**src/rtl/rtcm_pkg.sv**
```systemverilog
`timescale 1ns / 1ps
// Shared types and constants of the RLC time-constant meter.
// Used by the controller, the datapath and the top level.
package rtcm_pkg;

    localparam logic [31:0] CAP_Q40  = 32'd204513;
    localparam logic [31:0] IND_LQ20 = 32'd2569416106;
    localparam logic [31:0] U32_MAX  = 32'hFFFF_FFFF;

    localparam logic [2:0] MODE_R    = 3'd0;
    localparam logic [2:0] MODE_C    = 3'd1;
    localparam logic [2:0] MODE_L    = 3'd2;
    localparam logic [2:0] MODE_ESR  = 3'd3;
    localparam logic [2:0] MODE_AUTO = 3'd4;

    localparam logic [2:0] KIND_R    = 3'd0;
    localparam logic [2:0] KIND_C    = 3'd1;
    localparam logic [2:0] KIND_L    = 3'd2;
    localparam logic [2:0] KIND_ESR  = 3'd3;
    localparam logic [2:0] KIND_NONE = 3'd4;

    localparam logic [1:0] JOB_R = 2'd0;
    localparam logic [1:0] JOB_C = 2'd1;
    localparam logic [1:0] JOB_E = 2'd2;
    localparam logic [1:0] JOB_L = 2'd3;

    localparam logic [1:0] REG_DISCHARGE = 2'd0;
    localparam logic [1:0] REG_TIMEOUT   = 2'd1;
    localparam logic [1:0] REG_DIVISOR   = 2'd2;

    typedef struct packed {
        logic       clr_elapsed;
        logic       inc_elapsed;
        logic       mul_load;
        logic       zero_prod;
        logic       set_flag;
        logic       clr_flag;
        logic       sample_load;
        logic       div_start;
        logic       finish;
        logic       out_load;
        logic [1:0] job;
        logic [2:0] active_mode;
    } rtcm_cmd_t;

    typedef struct packed {
        logic dis_done;
        logic over_timeout;
        logic div_busy;
        logic div_done;
        logic sample_zero;
        logic l_timed_out;
        logic out_free;
    } rtcm_status_t;

endpackage

```
**src/rtl/rtcm_div.sv**
```systemverilog
`timescale 1ns / 1ps
// Restoring radix-2 divider, 64-bit dividend by 12-bit divisor, one bit a cycle.
// Standalone; used by the datapath.
module rtcm_div (
    input  logic        aclk,
    input  logic        aresetn,
    input  logic        start,
    input  logic [63:0] dividend,
    input  logic [11:0] divisor,
    output logic        busy,
    output logic        done,
    output logic [63:0] quotient
);

    logic [63:0] quo_reg, quo_next;
    logic [11:0] rem_reg, rem_next;
    logic [11:0] div_reg;
    logic [5:0]  cnt_reg;
    logic        run_reg;
    logic        done_reg;
    logic [12:0] shifted;
    logic        qbit;

    always_comb begin
        shifted = {rem_reg, quo_reg[63]};
        qbit    = (shifted >= {1'b0, div_reg});
        if (qbit) begin
            rem_next = 12'(shifted - {1'b0, div_reg});
        end else begin
            rem_next = shifted[11:0];
        end
        quo_next = {quo_reg[62:0], qbit};
    end

    always_ff @(posedge aclk) begin
        if (!aresetn) begin
            run_reg  <= 1'b0;
            done_reg <= 1'b0;
            cnt_reg  <= '0;
        end else begin
            done_reg <= 1'b0;
            if (start) begin
                run_reg <= 1'b1;
                cnt_reg <= '0;
            end else if (run_reg) begin
                cnt_reg <= cnt_reg + 6'd1;
                if (cnt_reg == 6'd63) begin
                    run_reg  <= 1'b0;
                    done_reg <= 1'b1;
                end
            end
        end
    end

    always_ff @(posedge aclk) begin
        if (start) begin
            quo_reg <= dividend;
            rem_reg <= '0;
            div_reg <= divisor;
        end else if (run_reg) begin
            quo_reg <= quo_next;
            rem_reg <= rem_next;
        end
    end

    assign busy     = run_reg;
    assign done     = done_reg;
    assign quotient = quo_reg;

endmodule

```
**src/rtl/rtcm_datapath.sv**
```systemverilog
`timescale 1ns / 1ps
// Datapath: config registers, tick counter, multiplier, divider, saved results, output register.
// Depends on rtcm_pkg and rtcm_div.
module rtcm_datapath (
    input  logic                  aclk,
    input  logic                  aresetn,
    input  rtcm_pkg::rtcm_cmd_t   cmd,
    output rtcm_pkg::rtcm_status_t status,
    input  logic [11:0]           adc_sample,
    input  logic                  cfg_valid,
    input  logic [1:0]            cfg_index,
    input  logic [31:0]           cfg_data,
    output logic                  m_tvalid,
    input  logic                  m_tready,
    output logic [31:0]           m_tdata,
    output logic [3:0]            m_tuser
);

    logic [31:0] dis_reg, tmo_reg;
    logic [7:0]  rdiv_reg;
    logic [31:0] elapsed_reg;
    logic [63:0] prod_reg;
    logic [11:0] sample_reg;
    logic [31:0] esr_reg, res_r_reg, res_c_reg, res_l_reg;
    logic [1:0]  flags_reg;
    logic        mval_reg;
    logic [31:0] mdata_reg;
    logic [3:0]  muser_reg;

    logic [63:0] div_dividend;
    logic [11:0] div_divisor;
    logic [63:0] quo;
    logic        div_busy, div_done;
    logic [12:0] esr_diff;
    logic [17:0] esr_num;
    logic [31:0] mul_const;
    logic [31:0] q32, r_val, l_val;
    logic [2:0]  o_kind;
    logic [31:0] o_value;
    logic        o_to;
    logic        cto, lto;
    logic        flag_bit;

    always_ff @(posedge aclk) begin
        if (!aresetn) begin
            dis_reg  <= 32'd40000000;
            tmo_reg  <= 32'd833333333;
            rdiv_reg <= 8'd57;
        end else if (cfg_valid) begin
            unique case (cfg_index)
                rtcm_pkg::REG_DISCHARGE: dis_reg  <= cfg_data;
                rtcm_pkg::REG_TIMEOUT:   tmo_reg  <= cfg_data;
                rtcm_pkg::REG_DIVISOR:   rdiv_reg <= cfg_data[7:0];
                default: ;
            endcase
        end
    end

    assign esr_diff  = 13'd4096 - {1'b0, sample_reg};
    assign esr_num   = {esr_diff, 5'd0} + {5'd0, esr_diff};
    assign mul_const = (cmd.job == rtcm_pkg::JOB_C) ? rtcm_pkg::CAP_Q40 : rtcm_pkg::IND_LQ20;
    assign flag_bit  = (cmd.job == rtcm_pkg::JOB_L);

    always_comb begin
        unique case (cmd.job)
            rtcm_pkg::JOB_R: begin
                div_dividend = {32'd0, elapsed_reg};
                div_divisor  = (rdiv_reg == 8'd0) ? 12'd1 : {4'd0, rdiv_reg};
            end
            rtcm_pkg::JOB_E: begin
                div_dividend = {46'd0, esr_num};
                div_divisor  = sample_reg;
            end
            default: begin
                div_dividend = prod_reg;
                div_divisor  = sample_reg;
            end
        endcase
    end

    rtcm_div u_div (
        .aclk     (aclk),
        .aresetn  (aresetn),
        .start    (cmd.div_start),
        .dividend (div_dividend),
        .divisor  (div_divisor),
        .busy     (div_busy),
        .done     (div_done),
        .quotient (quo)
    );

    assign q32   = quo[31:0];
    assign r_val = (q32 == rtcm_pkg::U32_MAX) ? q32 : q32 + 32'd1;

    always_comb begin
        if (flags_reg[1]) begin
            l_val = '0;
        end else if (sample_reg == 12'd0 || quo[63:52] != 12'd0) begin
            l_val = rtcm_pkg::U32_MAX;
        end else begin
            l_val = quo[51:20];
        end
    end

    always_ff @(posedge aclk) begin
        if (!aresetn) begin
            elapsed_reg <= '0;
            flags_reg   <= '0;
            sample_reg  <= '0;
            esr_reg     <= '0;
            res_r_reg   <= '0;
            res_c_reg   <= '0;
            res_l_reg   <= '0;
        end else begin
            if (cmd.clr_elapsed) begin
                elapsed_reg <= '0;
            end else if (cmd.inc_elapsed && elapsed_reg != rtcm_pkg::U32_MAX) begin
                elapsed_reg <= elapsed_reg + 32'd1;
            end
            if (cmd.set_flag) begin
                flags_reg[flag_bit] <= 1'b1;
            end else if (cmd.clr_flag) begin
                flags_reg[flag_bit] <= 1'b0;
            end
            if (cmd.sample_load) begin
                sample_reg <= adc_sample;
            end
            if (cmd.finish) begin
                unique case (cmd.job)
                    rtcm_pkg::JOB_R: res_r_reg <= r_val;
                    rtcm_pkg::JOB_C: res_c_reg <= {22'd0, prod_reg[49:40]};
                    rtcm_pkg::JOB_E: esr_reg   <= (sample_reg == 12'd0) ?
                                                  rtcm_pkg::U32_MAX : q32;
                    rtcm_pkg::JOB_L: res_l_reg <= l_val;
                    default: ;
                endcase
            end
        end
    end

    always_ff @(posedge aclk) begin
        if (cmd.mul_load) begin
            prod_reg <= elapsed_reg * mul_const;
        end else if (cmd.zero_prod) begin
            prod_reg <= '0;
        end
    end

    assign cto = flags_reg[0];
    assign lto = flags_reg[1];

    always_comb begin
        o_kind  = rtcm_pkg::KIND_NONE;
        o_value = '0;
        o_to    = 1'b0;
        unique case (cmd.job)
            rtcm_pkg::JOB_R: begin
                o_kind  = rtcm_pkg::KIND_R;
                o_value = res_r_reg;
            end
            rtcm_pkg::JOB_C: begin
                o_kind  = rtcm_pkg::KIND_C;
                o_value = res_c_reg;
                o_to    = cto;
            end
            rtcm_pkg::JOB_E: begin
                o_kind  = rtcm_pkg::KIND_ESR;
                o_value = esr_reg;
            end
            default: begin
                if (cmd.active_mode == rtcm_pkg::MODE_L) begin
                    o_kind  = rtcm_pkg::KIND_L;
                    o_value = res_l_reg;
                    o_to    = lto;
                end else if (cto && lto) begin
                    o_kind  = rtcm_pkg::KIND_R;
                    o_value = res_r_reg;
                end else if ((lto || res_l_reg > 32'd200) && res_r_reg < 32'd10) begin
                    o_kind  = rtcm_pkg::KIND_C;
                    o_value = cto ? 32'd0 : res_c_reg;
                    o_to    = cto;
                end else if (cto && res_r_reg < 32'd100) begin
                    o_kind  = rtcm_pkg::KIND_L;
                    o_value = res_l_reg;
                end
            end
        endcase
    end

    always_ff @(posedge aclk) begin
        if (!aresetn) begin
            mval_reg <= 1'b0;
        end else if (cmd.out_load) begin
            mval_reg <= 1'b1;
        end else if (m_tready) begin
            mval_reg <= 1'b0;
        end
    end

    always_ff @(posedge aclk) begin
        if (cmd.out_load) begin
            mdata_reg <= o_value;
            muser_reg <= {o_to, o_kind};
        end
    end

    assign m_tvalid = mval_reg;
    assign m_tdata  = mdata_reg;
    assign m_tuser  = muser_reg;

    assign status.dis_done     = ({1'b0, elapsed_reg} + 33'd1) >= {1'b0, dis_reg};
    assign status.over_timeout = elapsed_reg > tmo_reg;
    assign status.div_busy     = div_busy;
    assign status.div_done     = div_done;
    assign status.sample_zero  = (sample_reg == 12'd0);
    assign status.l_timed_out  = lto;
    assign status.out_free     = !mval_reg || m_tready;

endmodule

```
**src/rtl/rtcm_ctrl.sv**
```systemverilog
`timescale 1ns / 1ps
// Controller: measurement sequence state machine issuing datapath commands.
// Depends on rtcm_pkg.
module rtcm_ctrl (
    input  logic                   aclk,
    input  logic                   aresetn,
    input  logic                   s_tvalid,
    output logic                   s_tready,
    input  logic                   start_req,
    input  logic [2:0]             mode,
    input  logic                   comparator_tripped,
    input  rtcm_pkg::rtcm_status_t status,
    output rtcm_pkg::rtcm_cmd_t    cmd
);

    localparam logic [3:0] ST_IDLE   = 4'd0;
    localparam logic [3:0] ST_DIS_R  = 4'd1;
    localparam logic [3:0] ST_TIME_R = 4'd2;
    localparam logic [3:0] ST_DIS_C  = 4'd3;
    localparam logic [3:0] ST_TIME_C = 4'd4;
    localparam logic [3:0] ST_DIS_E  = 4'd5;
    localparam logic [3:0] ST_SAMPLE = 4'd6;
    localparam logic [3:0] ST_DIS_L  = 4'd7;
    localparam logic [3:0] ST_TIME_L = 4'd8;
    localparam logic [3:0] ST_MUL    = 4'd9;
    localparam logic [3:0] ST_DIV    = 4'd10;
    localparam logic [3:0] ST_FINISH = 4'd11;
    localparam logic [3:0] ST_EMIT   = 4'd12;

    logic [3:0] state_reg, state_next;
    logic [2:0] mode_reg, mode_next;
    logic [1:0] job_reg, job_next;
    logic       acc;
    logic       emit_now;

    assign s_tready = (state_reg <= ST_TIME_L);
    assign acc      = s_tvalid && s_tready;

    always_comb begin
        emit_now = 1'b0;
        unique case (job_reg)
            rtcm_pkg::JOB_R: emit_now = (mode_reg == rtcm_pkg::MODE_R);
            rtcm_pkg::JOB_C: emit_now = (mode_reg == rtcm_pkg::MODE_C);
            rtcm_pkg::JOB_E: emit_now = (mode_reg == rtcm_pkg::MODE_ESR);
            default:         emit_now = 1'b1;
        endcase
    end

    always_comb begin
        state_next = state_reg;
        mode_next  = mode_reg;
        job_next   = job_reg;
        cmd        = '0;
        unique case (state_reg)
            ST_IDLE: begin
                if (acc && start_req && mode <= rtcm_pkg::MODE_AUTO) begin
                    mode_next       = mode;
                    cmd.clr_elapsed = 1'b1;
                    if (mode == rtcm_pkg::MODE_R || mode == rtcm_pkg::MODE_AUTO) begin
                        state_next = ST_DIS_R;
                    end else if (mode == rtcm_pkg::MODE_C) begin
                        state_next = ST_DIS_C;
                    end else begin
                        state_next = ST_DIS_E;
                    end
                end
            end
            ST_DIS_R, ST_DIS_C, ST_DIS_E, ST_DIS_L: begin
                if (acc) begin
                    if (status.dis_done) begin
                        cmd.clr_elapsed = 1'b1;
                        state_next      = state_reg + 4'd1;
                    end else begin
                        cmd.inc_elapsed = 1'b1;
                    end
                end
            end
            ST_TIME_R: begin
                if (acc) begin
                    if (comparator_tripped) begin
                        job_next      = rtcm_pkg::JOB_R;
                        cmd.div_start = 1'b1;
                        state_next    = ST_DIV;
                    end else begin
                        cmd.inc_elapsed = 1'b1;
                    end
                end
            end
            ST_TIME_C, ST_TIME_L: begin
                if (acc) begin
                    job_next = (state_reg == ST_TIME_C) ? rtcm_pkg::JOB_C : rtcm_pkg::JOB_L;
                    if (comparator_tripped) begin
                        cmd.mul_load = 1'b1;
                        cmd.clr_flag = 1'b1;
                        state_next   = ST_MUL;
                    end else if (status.over_timeout) begin
                        cmd.zero_prod = 1'b1;
                        cmd.set_flag  = 1'b1;
                        state_next    = ST_MUL;
                    end else begin
                        job_next        = job_reg;
                        cmd.inc_elapsed = 1'b1;
                    end
                end
            end
            ST_SAMPLE: begin
                if (acc) begin
                    job_next        = rtcm_pkg::JOB_E;
                    cmd.sample_load = 1'b1;
                    state_next      = ST_MUL;
                end
            end
            ST_MUL: begin
                if (job_reg == rtcm_pkg::JOB_C || status.sample_zero ||
                    (job_reg == rtcm_pkg::JOB_L && status.l_timed_out)) begin
                    state_next = ST_FINISH;
                end else begin
                    cmd.div_start = 1'b1;
                    state_next    = ST_DIV;
                end
            end
            ST_DIV: begin
                if (status.div_done) begin
                    state_next = ST_FINISH;
                end
            end
            ST_FINISH: begin
                cmd.finish = 1'b1;
                if (emit_now) begin
                    state_next = ST_EMIT;
                end else begin
                    cmd.clr_elapsed = 1'b1;
                    unique case (job_reg)
                        rtcm_pkg::JOB_R: state_next = ST_DIS_C;
                        rtcm_pkg::JOB_C: state_next = ST_DIS_E;
                        default:         state_next = ST_DIS_L;
                    endcase
                end
            end
            ST_EMIT: begin
                if (status.out_free) begin
                    cmd.out_load = 1'b1;
                    state_next   = ST_IDLE;
                end
            end
            default: state_next = ST_IDLE;
        endcase
        cmd.job         = job_next;
        cmd.active_mode = mode_reg;
    end

    always_ff @(posedge aclk) begin
        if (!aresetn) begin
            state_reg <= ST_IDLE;
            mode_reg  <= '0;
            job_reg   <= rtcm_pkg::JOB_R;
        end else begin
            state_reg <= state_next;
            mode_reg  <= mode_next;
            job_reg   <= job_next;
        end
    end

endmodule

```
**src/rtl/rlc_time_constant_meter.sv**
```systemverilog
`timescale 1ns / 1ps
// Top level of the RLC time-constant meter: controller, datapath and ports.
// Depends on rtcm_pkg, rtcm_ctrl and rtcm_datapath.
//
// Each input transaction is one timer tick. Discharge and timing ticks are taken one per
// clock. A tick that ends a timed step or samples the ADC closes input while the result
// is worked out: capacitance passes the multiply and finish states, resistance the divide
// and finish states, and ESR and inductance the multiply, divide and finish states. The
// shared divider retires one quotient bit per cycle over a 64-bit dividend. A reported
// result then passes the emit state, which places it in the output register; a step that
// only feeds a later step skips it. A zero ADC sample, or an inductance timeout, skips the
// divider. A result waits in the output register without blocking further ticks. The next
// result that is ready holds input closed until the waiting one is taken.
module rlc_time_constant_meter (
    input  logic        aclk,
    input  logic        aresetn,
    input  logic        s_tvalid,
    output logic        s_tready,
    input  logic [15:0] s_tdata,   // start_req, comparator_tripped, adc_sample[11:0], pad
    input  logic [2:0]  s_tuser,   // mode
    output logic        m_tvalid,
    input  logic        m_tready,
    output logic [31:0] m_tdata,   // value
    output logic [3:0]  m_tuser,   // reported_kind[2:0], timed_out
    input  logic        cfg_valid,
    output logic        cfg_ready,
    input  logic [1:0]  cfg_index,
    input  logic [31:0] cfg_data
);

    rtcm_pkg::rtcm_cmd_t    cmd;
    rtcm_pkg::rtcm_status_t status;

    assign cfg_ready = 1'b1;

    rtcm_ctrl u_ctrl (
        .aclk               (aclk),
        .aresetn            (aresetn),
        .s_tvalid           (s_tvalid),
        .s_tready           (s_tready),
        .start_req          (s_tdata[0]),
        .mode               (s_tuser),
        .comparator_tripped (s_tdata[1]),
        .status             (status),
        .cmd                (cmd)
    );

    rtcm_datapath u_dp (
        .aclk       (aclk),
        .aresetn    (aresetn),
        .cmd        (cmd),
        .status     (status),
        .adc_sample (s_tdata[13:2]),
        .cfg_valid  (cfg_valid),
        .cfg_index  (cfg_index),
        .cfg_data   (cfg_data),
        .m_tvalid   (m_tvalid),
        .m_tready   (m_tready),
        .m_tdata    (m_tdata),
        .m_tuser    (m_tuser)
    );

    a_busy_blocks_input: assert property (@(posedge aclk) disable iff (!aresetn)
        status.div_busy |-> !s_tready)
        else $error("input taken while divider busy");

    a_load_when_free: assert property (@(posedge aclk) disable iff (!aresetn)
        cmd.out_load |-> status.out_free)
        else $error("output overwritten");

    a_div_start_stalls: assert property (@(posedge aclk) disable iff (!aresetn)
        cmd.div_start |=> !s_tready)
        else $error("input open after divider start");

endmodule

```
**config.mk**
```make
export PLATFORM = sky130hd
export DESIGN_NAME = rlc_time_constant_meter
export DESIGN_NICKNAME = d
export VERILOG_FILES = /design/src/rtl/rtcm_pkg.sv /design/src/rtl/rtcm_div.sv /design/src/rtl/rtcm_datapath.sv /design/src/rtl/rtcm_ctrl.sv /design/src/rtl/rlc_time_constant_meter.sv
export SDC_FILE = /design/constraint.sdc
export NUM_CORES = 2
export LEC_CHECK = 0
export BUFFER_PORTS_ARGS = -buffer_cell sky130_fd_sc_hd__buf_2
export CAP_MARGIN = 20
export CORE_MARGIN = 5
export CORE_UTILIZATION = 37
export CTS_CLUSTER_DIAMETER = 50
export DETAILED_ROUTE_END_ITERATION = 12
export SETUP_SLACK_MARGIN = 0.4
export SYNTH_ARGS = -nofsm -noshare
export SYNTH_HDL_FRONTEND = slang
export SYNTH_SLANG_ARGS = --single-unit
```
**constraint.sdc**
```tcl
create_clock -name aclk -period 31.5 [get_ports aclk]
set_input_delay 3.15 -clock aclk [delete_from_list [all_inputs] [get_ports aclk]]
set_output_delay 3.15 -clock aclk [all_outputs]
set_load 0.02 [all_outputs]
```
# [Word level (Yosys, flattened, before mapping)]
# Cells that the tools add are included.
[word_totals] ff_bits=430 out_inout_bits=39
[classes] addsub=8 multipliers=1 magnitude_cmp=10 eq_ne=38 n_mux=88 n_bitwise=5 n_reduce_logical=44
[ops] cell="2-to-1 mux 32 bit" count=9
[ops] cell="2-to-1 mux 64 bit" count=4
[ops] cell="one-hot mux 64 bit (2 select lines)" count=1
[ops] cell="one-hot mux 32 bit (3 select lines)" count=1
[ops] cell="adder 32 x 1 -> 32 bit, second input constant" count=2
[ops] cell="multiplier 32 x 32 -> 64 bit" count=1
[ops] cell="2-to-1 mux 4 bit" count=13
[ops] cell="one-hot mux 4 bit (9 select lines)" count=1
[ops] cell="adder 32 x 1 -> 33 bit, second input constant" count=1
[ops] cell=">= comparator 33 x 32 -> 1 bit" count=1
[ops] cell="== test 32 bit, second input constant" count=1
[ops] cell="> comparator 32 bit" count=1
[ops] cell="> comparator 32 x 8 -> 1 bit, second input constant" count=1
[ops] cell="less-than comparator 32 x 4 -> 1 bit, second input constant" count=1
[ops] cell="less-than comparator 32 x 7 -> 1 bit, second input constant" count=1
[ops] cell="inequality test 32 bit, second input constant" count=1
[ops] cell="2-to-1 mux 1 bit" count=27
[ops] cell="2-to-1 mux 12 bit" count=2
[ops] cell="2-to-1 mux 2 bit" count=12
[ops] cell="== test 4 bit, second input constant" count=5
[ops] cell="adder 18 x 13 -> 18 bit" count=1
[ops] cell="2-to-1 mux 3 bit" count=6
[ops] cell="== test 4 x 3 -> 1 bit, second input constant" count=4
[ops] cell="AND reduction 2 bit" count=8
[ops] cell="47 further kinds" count=89

# [Depth between registers and ports, before layout]
[logic_depth] word_depth=15 ltp_mapped=46 depth_no_buf=43

# [Hierarchy]
# From an unflattened synthesis, not the netlist that was laid out.
[unflattened] hier_cells=4878 hier_area_um2=44562.7
[modules_own_cells] module="rtcm_datapath" instances=1 cells_per_inst=4415 area_each_um2=39062.5 seq_area_each_um2=7507.2
[modules_own_cells] module="rtcm_div" instances=1 cells_per_inst=332 area_each_um2=4471.8 seq_area_each_um2=2682.6
[modules_own_cells] module="rtcm_ctrl" instances=1 cells_per_inst=129 area_each_um2=1017.2 seq_area_each_um2=180.2
[modules_own_cells] module="rlc_time_constant_meter" instances=1 cells_per_inst=2 area_each_um2=11.3 seq_area_each_um2=0.0

# [Worst setup path before layout]
# No wires, ideal clock.
[synth_path] path_kind="input to register" startpoint="input port s_tvalid" endpoint="register u_dp.prod_reg[63], data pin" setup_ps=190 arrival_ps=15790 required_time_ps=31310 setup_slack_ps=15520 stages=40 cell_sequence="buf_2 nand2_1 and2b_1 nand2_1 o211ai_1 nor2b_1 inv_2 buf_2 buf_2 ha_1 clkbuf_1 clkbuf_1 clkbuf_1 clkbuf_1 o21ai_0 ha_1 clkbuf_1 fa_1 (+4 left out) inv_1 fa_1 fa_1 inv_1 fa_1 inv_1 ha_1 buf_6 a21o_1 a31oi_1 o22ai_1 or3_1 o2111ai_2 a41oi_1 a221o_2 a21o_4 mux2i_1 a2111oi_2"
[synth_rtl] item="start: declaration" line="rlc_time_constant_meter.sv:17" rtl="input logic s_tvalid,"
[synth_rtl] item="end signal: assignment" line="rtcm_datapath.sv:143" rtl="prod_reg <= elapsed_reg * mul_const;"
[synth_rtl] item="end: declaration" line="rtcm_datapath.sv:22" rtl="logic [63:0] prod_reg;"

# [Worst setup path after layout]
[layout_path] startpoint="input port s_tvalid" endpoint="register u_dp.prod_reg[62], data pin"
[layout_via] elab_chain_cells=7 elab_cells_between_ends=11 cone_classes="1 x mul; 1 x eq/ne; 8 x mux; 1 x reduce/logical"
[layout_rtl] item="logical AND 1 bit (*)" line="rtcm_ctrl.sv:37" rtl="assign acc = s_tvalid && s_tready;"
[layout_rtl] item="2-to-1 mux 2 bit, on equally long branches" line="rtcm_ctrl.sv:107, rtcm_ctrl.sv:79, rtcm_ctrl.sv:90"
[layout_rtl] item="one-hot mux 2 bit (3 select lines)" line="rtcm_ctrl.sv:54" rtl="unique case (state_reg)"
[layout_rtl] item="== test 2 x 1 -> 1 bit" line="rtcm_datapath.sv:61" rtl="assign mul_const = (cmd.job == rtcm_pkg::JOB_C) ? rtcm_pkg::CAP_Q40 : rtcm_pkg::IND_LQ20;"
[layout_rtl] item="2-to-1 mux 32 bit" line="rtcm_datapath.sv:61"
[layout_rtl] item="multiplier 32 x 32 -> 64 bit" line="rtcm_datapath.sv:143"
[layout_rtl] item="2-to-1 mux 64 bit (*)" line="rtcm_datapath.sv:142" rtl="if (cmd.mul_load) begin"
# Mark *: on every way between the ends. The rest lies on a longest branch, timed or not.
# A chain may end at the register's enable or synchronous reset.

==> impl_metrics.toml <==
[sta]
setup_viol = 0
finalSetupTns_ns = 0
finalHoldViolCount = 0
slew_headroom_pct = 19.53
rsz0062_at_grt = "no"
fin_skew_ns = 0.03977
max_freq_mhz = 66.98
min_period_over_period_pct = 47.39
finalCriticalPeriod_ns = 14.93
finalMaxSlewViolations = 0
worstMarginPinSlew_ns = 1.203

[drt]
wl_per_cell_um = 20.52
routed_via_density = 5.239
wirelength_um = 134700
ant_nets = 0
drtPass1Iterations = 7
drt_first_iter_violations = 2643
remaining_drc_errors = 0
vias = 34400

[layout]
design_area_um2 = 48200
final_core_util_pct = 40.23
final_cell_mix = "inv_1 (862), ha_1 (554), nand2_1 (493)"
drive_gt1_share_pct = 6.118
layout_commonest_cell = "inv_1"
area_delta_synth_final_pct = 8.133
fin_cells = 6566
final_nets = 5987
n_fill_cell = 12144

[min_path]
min-delay-start = "u_dp.dis_reg[8]"
hp-class = "reg -> reg"
hold_depth = 2
whs_endpoint = "u_dp.dis_reg[8]"

[place]
portBuffers = 93
dpl.hpwl_um = 106100
place_congestion = 0.9395
dp_cells = 6482
post_dp_cell_area_um2 = 46700

[synth]
ys.flop_type = "dfxtp_1"
synthAdderAreaFrac_pct = 36.06
synth-edff-count = 176
synth_top_family_by_area = "adder cells"
ys_ff_latch = 430
synth_xor_area_share_pct = 4.461
synthesis.area_um2 = 44570
netlist_instances = 4944
synthSimpleGateAreaFrac_pct = 13.95
yosys_warnings = 0
synthMuxAreaShare_pct = 0.9208
ys_seq_area_share_pct = 23.27
avgSynthCellArea_um2 = 9.015
synth-compound-area-share_pct = 11.82
yosysUniqueCellTypes = 91
async_reset_ff_share_pct = 0

[worst_setup_path]
cp-end-kind = "flop"
crit_fanout = 68
crit_arrival_ns = 15.27
critPathSlowestCell = "ha_4"
crit_type = "in -> reg"
critPathLaunchType = "input port"
r2r-end = "u_dp.prod_reg[62]"
cp_slowest_stage_delay_ns = 0.82
reg2reg_slack_ns = 18.04
cp_common_cell = "fa_1"
rr_worst_depth = 40
worstReg2RegStart = "u_dp.elapsed_reg[0]"
worst_ep_required_time_ns = 31.84

[floorplan]
row_count = 127
ios = 97
dieHeight_um = 357.1
chipWidth_um = 357.1
core_area_um2 = 119800
start_util_pct = 37.20
dieArea_um2 = 127500

[global_route]
grt_antenna_before_repair = 5
grt_pass1_vias = 35363
grt_usage_pct = 21.20
grt_pass1_wl_um = 210400
overflow = 0
grt_start_max_net_pins = 92

[run_status]
outcome = "complete, no violations"

[pwr]
p_leak_uw = 0.02314
cellPowerDensity_nw_per_um2 = 30.80
ir_worst_vdd_v = 0.00004583

[cts]
cts_hold_buf = 0
cts_tree = "yes"
cts_buffer_depth = 3
cts-resized-gates = 0
postCtsSetupBuffers = 0
clock_sinks = 430
cts_root_buf = "clkbuf_16"
cts_htree_levels = 2
path_clk_slew_ns = 0.06
numCtsBuffers = 44
clk_latency_ns = 0.61

[job]
maxCapViolCount = 0
-- critical path: cells and delay by family --
| family | cells | cell delay [ns] |
|---|---|---|
| AO/OA/AOI/OAI | 9 | 2.47 |
| adder cells (fa/ha/maj) | 10 | 5.45 |
| buffers and inverters | 10 | 2.42 |
| multiplexers | 1 | 0.13 |
| AND/OR/NAND/NOR | 6 | 1.47 |
-- how the worst max path moves through the flow --
stage | from | slack (ns) | to
after floorplan | s_tvalid | 15.52 | u_dp.prod_reg[63]
after global placement | s_tvalid | 16.22 | u_dp.prod_reg[62]
after detailed placement | s_tvalid | 16.10 | u_dp.prod_reg[62]
after CTS | s_tvalid | 16.73 | u_dp.prod_reg[62]
after global routing | s_tvalid | 16.01 | u_dp.prod_reg[62]
final | s_tvalid | 16.57 | u_dp.prod_reg[62]
-- layout make-up --
cell class,count,area [µm²],area share (%)
multi-input cells,3408,30040,62.34
repair buffers,167,1036,2.150
clock inverters,28,325.3,0.6750
well taps,1612,2017,4.185
inverters,866,3251,6.745
clock buffers,54,1149,2.383
diodes,1,2.502,0.005192
flip-flops and latches,430,10370,21.52
-- per-stage QoR --
step / hold WS [ns] / worst slack, ns / power [µW]
after floorplan: 0.4391 / 15.52 / 863.9
after global placement: 0.4534 / 16.22 / 947.5
after detailed placement: 0.4600 / 16.10 / 951.4
after CTS: 0.4705 / 16.73 / 1494
after global routing: 0.4832 / 16.01 / 1551
final: 0.4659 / 16.57 / 1484
-- power by group --
| group | internal, µW | switching [µW] | leakage, µW |
|---|---|---|---|
| logic | 104 | 198 | 0.0189 |
| clock network | 305 | 237 | 0.000709 |
| registers | 615 | 25.0 | 0.00355 |
-- Yosys cell counts, types with 94 or more instances --
cell type / instances / share of area (%)
inv_1: 862 / 7.3
ha_1: 558 / 16
nand2_1: 496 / 4.2
fa_1: 454 / 20
nor2_1: 295 / 2.5
dfxtp_1: 254 / 11
clkbuf_1: 199 / 1.7
a21oi_1: 192 / 2.2
o21ai_0: 189 / 2.1
edfxtp_1: 176 / 12
xnor2_1: 129 / 2.5
xor2_1: 98 / 1.9
nor3_1: 94 / 1.1
-- cells by family after synthesis --
logic type	after synthesis
adder cells (fa/ha/maj)	1012
XOR/XNOR	227
other	2
flip-flops	430
AO/OA/AOI/OAI	803
buffers and inverters	1110
AND/OR/NAND/NOR	1320
multiplexers	40
-- routing by layer --
layer | global-route usage [%] | vias to the layer above | wire length, µm
met1 | 27.81 | 16895 | 56530
met4 | 8.325 | 0 | 6090
li1 | - | 16124 | -
met2 | 35.30 | 1126 | 62460
met5 | 0 | - | 0
met3 | 3.192 | 255 | 9649
(Power assumes the default switching activity.)
